**src/design/set_assoc_tag_cache_tree_plru_assert.svh**
```systemverilog
// ----------------------------------------------------------------------------
// Assertion macros for the set-associative tag cache
// Concurrent check macros clocked on clk_i and disabled during reset.
// ----------------------------------------------------------------------------
`ifndef SET_ASSOC_TAG_CACHE_TREE_PLRU_ASSERT_SVH
`define SET_ASSOC_TAG_CACHE_TREE_PLRU_ASSERT_SVH

// Plain property check, sampled on the rising clock edge.
`define SATC_ASSERT(name, prop, msg) \
  name: assert property (@(posedge clk_i) disable iff (!rst_ni) (prop)) else $error(msg);

// Overlapping implication check built on the plain check.
`define SATC_ASSERT_IMPL(name, ante, cons, msg) \
  `SATC_ASSERT(name, (ante) |-> (cons), msg)

// Next-cycle implication check built on the plain check.
`define SATC_ASSERT_NEXT(name, ante, cons, msg) \
  `SATC_ASSERT(name, (ante) |=> (cons), msg)

`endif

```
**src/design/satc_ram.sv**
```systemverilog
// ----------------------------------------------------------------------------
// Generic single-clock RAM
// One write port and one read port, with the read data registered.
// ----------------------------------------------------------------------------
module satc_ram #(
  parameter int unsigned WIDTH = 8,
  parameter int unsigned DEPTH = 64,
  localparam int unsigned ADDR_W = (DEPTH > 1) ? $clog2(DEPTH) : 1
) (
  input  logic              clk_i,
  input  logic              we_i,
  input  logic [ADDR_W-1:0] waddr_i,
  input  logic [WIDTH-1:0]  wdata_i,
  input  logic              re_i,
  input  logic [ADDR_W-1:0] raddr_i,
  output logic [WIDTH-1:0]  rdata_o
);

  logic [WIDTH-1:0] mem [DEPTH];

  // Write port.
  always_ff @(posedge clk_i) begin
    if (we_i) begin
      mem[waddr_i] <= wdata_i;
    end
  end

  // Registered read port; the data holds while no read is issued.
  always_ff @(posedge clk_i) begin
    if (re_i) begin
      rdata_o <= mem[raddr_i];
    end
  end

endmodule

```
**config.mk**
```make
export PLATFORM = sky130hd
export DESIGN_NAME = satc_ram
export DESIGN_NICKNAME = d
export VERILOG_FILES = /design/src/design/set_assoc_tag_cache_tree_plru_assert.svh /design/src/design/satc_ram.sv
export SDC_FILE = /design/constraint.sdc
export NUM_CORES = 1
export LEC_CHECK = 0
export BUFFER_PORTS_ARGS = -buffer_cell sky130_fd_sc_hd__buf_2
export CORE_MARGIN = 5
export CORE_UTILIZATION = 45
export CTS_BUF_LIST = sky130_fd_sc_hd__clkbuf_8 sky130_fd_sc_hd__clkbuf_16
export DETAILED_ROUTE_END_ITERATION = 8
export PLACE_DENSITY_LB_ADDON = 0.2
export SYNTH_ARGS = -nofsm -noshare
export SYNTH_HDL_FRONTEND = slang
export SYNTH_SLANG_ARGS = --single-unit
```
**constraint.sdc**
```tcl
create_clock -name clk_i -period 1.85 [get_ports clk_i]
set_input_delay 0.0925 -clock clk_i [delete_from_list [all_inputs] [get_ports clk_i]]
set_output_delay 0.0925 -clock clk_i [all_outputs]
set_load 0.01 [all_outputs]
```
**After elaboration in Yosys (flattened, before gate mapping)**

Memory sizes are Yosys's and may differ from the RTL's. A register that Yosys moved wholly into a read port is not among the register bits.
Cells that the tools add are included.

- Muxes and demuxes: 2

Operators with widths:

| cell | number |
|---|---|
| $mux 1 | 2 |

- Bits in registers: 0
- Memory bits (writable): 512
- Input bits: 23
- Output and inout bits: 8
- Logic and storage cells: 3
- Memories kept: 1

Memory list:

| name | words | width | rd ports | clocked after Yosys merged registers in | write ports | line | RTL |
|---|---|---|---|---|---|---|---|
| mem | 64 | 8 | 1 | 1 | 1 | satc_ram.sv:19 | `logic [WIDTH-1:0] mem [DEPTH];` |

**Logic depth before layout (Yosys ltp)**

- Depth after elaboration: 2
- Gate-level depth with buffers: 9

**Worst setup path after synthesis**

Ideal clock, no wire load.

- Path kind: input to register
- Start point: input raddr_i[1]
- End point: register rdata_o[3], read port of mem, data pin
- Library setup time: 0.266 ns
- Arrival: 1.632 ns
- Required time: 1.584 ns
- Slack: -0.049 ns
- Stages: 7
- Cell sequence: buf_4 > buf_2 > buf_2 > mux4_2 > mux4_2 > o21ai_1 > o41ai_1

RTL lines:

| item | line | RTL |
|---|---|---|
| start: declaration | satc_ram.sv:15 | `input logic [ADDR_W-1:0] raddr_i,` |
| end: declaration | satc_ram.sv:16 | `output logic [WIDTH-1:0] rdata_o` |

==> key figures <==
Critical path
  • Top cell family by delay on the critical path: multiplexers
  • Critical-path maximum fanout: 1
  • End point of the critical path: rdata_o[0]$_DFFE_PP_
  • CP max-delay cell: mux4_2
  • R2R setup slack: -0.08 ns
  • WP data required: 2.18 ns
  • R2R Path End: rdata_o[0]$_DFFE_PP_
  • CP most frequent cell: mux4_2
  • Startpoint Class: flip-flop
  • Reg2reg path depth: 5
  • CP arrival: 2.26 ns
  • Crit path kind: flip-flop to flip-flop
  • Reg-to-reg startpoint: mem[0][0]$_DFFE_PP_
  • Worst-path cell chain: mux4_2, mux4_2, nor2_1, nor3_1, o2bb2ai_1
  • Buffer and inverter count on the worst path: 0
  • Crit. path cell count: 5
  • Largest stage delay, worst path: 0.51 ns
  • Beginning of the critical path: mem[0][0]$_DFFE_PP_
  • CP Capture Type: flip-flop

Synth
  • Register area share after synthesis: 0.771
  • Cell Area, Synth: 20200 sq um
  • Share of Yosys cell area claimed by the top area cell type: 0.771
  • Mapped Nets: 963
  • Seq cells post-synth: 520
  • Cell taking the most area after synthesis: edfxtp_1
  • Syn. warnings: 0
  • Synth Area per Inst: 21.5 sq um
  • Yosys cell types: 39
  • Syn Inst Count: 940
  • Top post-synthesis cells by area: edfxtp_1 (77%), mux4_2 (14%), nor2_1 (1.5%)

Cells and area
  • Area grow syn2layout: 20.0%
  • Most frequent cells in the layout: edfxtp_1 (520), buf_4 (158), mux4_2 (126), nor2_1 (81), clkbuf_16 (57)
  • Most common cell after layout, fill and taps aside: edfxtp_1
  • Layout cells sized above 1: 0.359
  • Final nets: 1181

GRT
  • Largest net degree at the start of global routing: 65
  • Initial antenna violation count: 0
  • GRT Resource Usage Total: 0.191
  • Global Route met3 Usage: 0.0364
  • Grt met2 use: 0.304
  • Global-route wire length before repair: 69800 um
  • Met1 usage: 0.275
  • Top Usage Layer GRT: met2
  • Grt ovf: 0
  • Vias in the first global route: 10449

Timing
  • Worst setup margin: -0.0771 ns
  • Fin crit share: 1.04
  • Worst Skew: 0.00990 ns
  • RSZ-0062 raised after global routing: yes
  • Least-Margin Pin Slew: 1.18 ns
  • Final count of hold timing violations: 0
  • Setup TNS: -0.394 ns
  • Final setup viols: 7
  • Slew Limit Fails: 0
  • Slew margin rel.: 0.211
  • Minimum clock period after layout: 1.93 ns
  • Peak Freq: 0.519 GHz
  • Min Hold Slack: 0.0169 ns

Clock tree
  • Total CTS buffers: 54
  • Post-CTS Repair Setup Buffers: 0
  • TritonCTS clock tree: built
  • Clock tree buffer depth: 3
  • Root Driver: clkbuf_16
  • CTS HTree Levels: 2
  • CTS clk-pin slew, worst paths: 0.06 ns
  • CTS Sinks: 520
  • Clk_lat worst skew: 0.59 ns

Die
  • DIE WIDTH: 222 um
  • Initial core utilization: 0.457
  • FP Rows: 77
  • Die H: 222 um
  • Die Area: 49300 sq um
  • Top-Level Pins: 31
  • Core outline area: 44300 sq um

Drt
  • Pre-Repair DR Iteration Count: 4
  • Average wire per standard cell: 26.0 um
  • Number of DRC markers in iteration 0: 966
  • Post-Route WL: 46600 um
  • DRC: 0
  • Detailed-route via count: 10015
  • Routed Antenna Nets: 0
  • DR vias/cell: 5.58

Status
  • Status: complete, but fails checks
  • Failing checks: setup timing

Pwr
  • Pwr dens: 1020 nW/um^2
  • Seq pwr share: 0.528
  • Leakage: 7.99 nW
  • Comb power frac: 0.058
  • Internal power component: 19.6 mW
  • Sw Ratio: 0.209
  • Peak VDD IR: 0.000652 V
  • Clock share of power: 0.414
  • Switching pwr: 5.20 mW

Flow run
  • Max Cap Viol: 0

Placed design
  • Pre-CTS setup slack: -0.540 ns
  • Placer Congestion: 0.787
  • I/O Buffers: 30
  • Post-DP HPWL: 30300 um

Min path
  • Hold Crit Class: input port to flip-flop
==> how the worst min path moves through the flow <==
stage	slack, ns	depth (start not counted)	endpoint	startpoint
6_report	0.02	1	mem[1][2]$_DFFE_PP_	wdata_i[2]
5_1_grt	0.02	1	mem[2][2]$_DFFE_PP_	wdata_i[2]
4_1_cts	0.005	1	mem[2][2]$_DFFE_PP_	wdata_i[2]
3_5_place_dp	0.48	1	rdata_o[6]$_DFFE_PP_	re_i
3_3_place_gp	0.49	1	rdata_o[4]$_DFFE_PP_	re_i
2_1_floorplan	0.19	0	mem[0][0]$_DFFE_PP_	wdata_i[0]
==> registers in the layout (all words and copies together), names as in the netlist <==
register  flops
rdata_o       8
mem         512
==> cell families after synthesis <==
| kind of cell | share of synthesized area |
|---|---|
| AND/OR/NAND/NOR | 0.0337 |
| multiplexers | 0.159 |
| AO/OA/AOI/OAI | 0.0206 |
| flip-flops | 0.771 |
| buffers and inverters | 0.0156 |
==> worst register-to-register path, delay by kind of cell, from the launching register on <==
family / cells / cell delay (ns)
and+or+nand+nor: 2 / 0.15
DFF: 1 / 0.37
AOI/OAI and AO/OA: 1 / 0.13
muxes: 2 / 1.01
==> cell type report <==
| class | count | area, sq um |
|---|---|---|
| flip-flops and latches | 520 | 15600 |
| well taps | 592 | 741 |
| clock inverters | 42 | 263 |
| fillers | 3396 | 20000 |
| clock buffers | 57 | 1430 |
| multi-input cells | 369 | 4430 |
| repair buffers | 213 | 1820 |
| diodes | 2 | 5.00 |
==> metal layers <==
layer	vias to the layer above	wire (um)
met5	-	0
met4	0	1140
met3	66	2340
met2	249	22600
met1	5306	20500
li1	4394	-
==> timing repair <==
| action | 4_1_cts | 5_1_grt |
|---|---|---|
| endpoints found under the setup margin | 8 | 8 |
| gates resized for setup | 19 | 4 |
| hold endpoints to repair | 39 | 0 |
| pin swaps | 3 | 2 |
| hold buffers | 6 | 0 |
==> cell usage after synthesis <==
| master | instances |
|---|---|
| nand4b_1 | 1 |
| o21ai_1 | 2 |
| edfxtp_1 | 520 |
| o2111ai_1 | 3 |
| o21ai_0 | 2 |
| mux4_2 | 126 |
| nand4_1 | 2 |
| mux2_2 | 13 |
| nor3_1 | 7 |
| nand2_1 | 19 |
| buf_4 | 13 |
| buf_1 | 4 |
| a22oi_1 | 3 |
| a31oi_1 | 1 |
| o221ai_1 | 8 |
| nand2b_1 | 7 |
| nor4_1 | 2 |
| o41ai_1 | 2 |
| a221oi_1 | 6 |
| buf_12 | 2 |
| o32ai_1 | 2 |
| buf_6 | 4 |
| o221a_2 | 2 |
| o21a_1 | 2 |
| nor2_1 | 83 |
| a21oi_1 | 3 |
| nand3_1 | 13 |
| o22ai_1 | 8 |
| o311ai_1 | 1 |
| a211oi_1 | 4 |
| nor2b_1 | 14 |
| a2111oi_0 | 2 |
| buf_2 | 11 |
| nand3b_1 | 3 |
| o2bb2ai_1 | 3 |
| and2_1 | 1 |
| clkbuf_1 | 17 |
| or3_1 | 1 |
| mux2i_1 | 23 |
==> power by group through the flow <==
stage / logic, mW / clock network [mW] / registers, mW
5_1_grt: 1.54 / 11.0 / 13.1
6_report: 1.44 / 10.3 / 13.1
2_1_floorplan: 0.697 / 0 / 13.3
3_5_place_dp: 1.41 / 0 / 13.4
3_3_place_gp: 1.39 / 0 / 13.3
4_1_cts: 1.45 / 10.5 / 13.1
==> through the flow <==
step           utilization  power [mW]  instances  area, sq um
3_3_place_gp         0.506        14.7       1688        22400
3_5_place_dp         0.506        14.8       1688        22400
6_report             0.548        24.8       1795        24300
2_1_floorplan            -        14.0        940        20300
4_1_cts              0.548        25.1       1793        24300
5_1_grt              0.548        25.7       1793        24300
(Power assumes the default switching activity.)
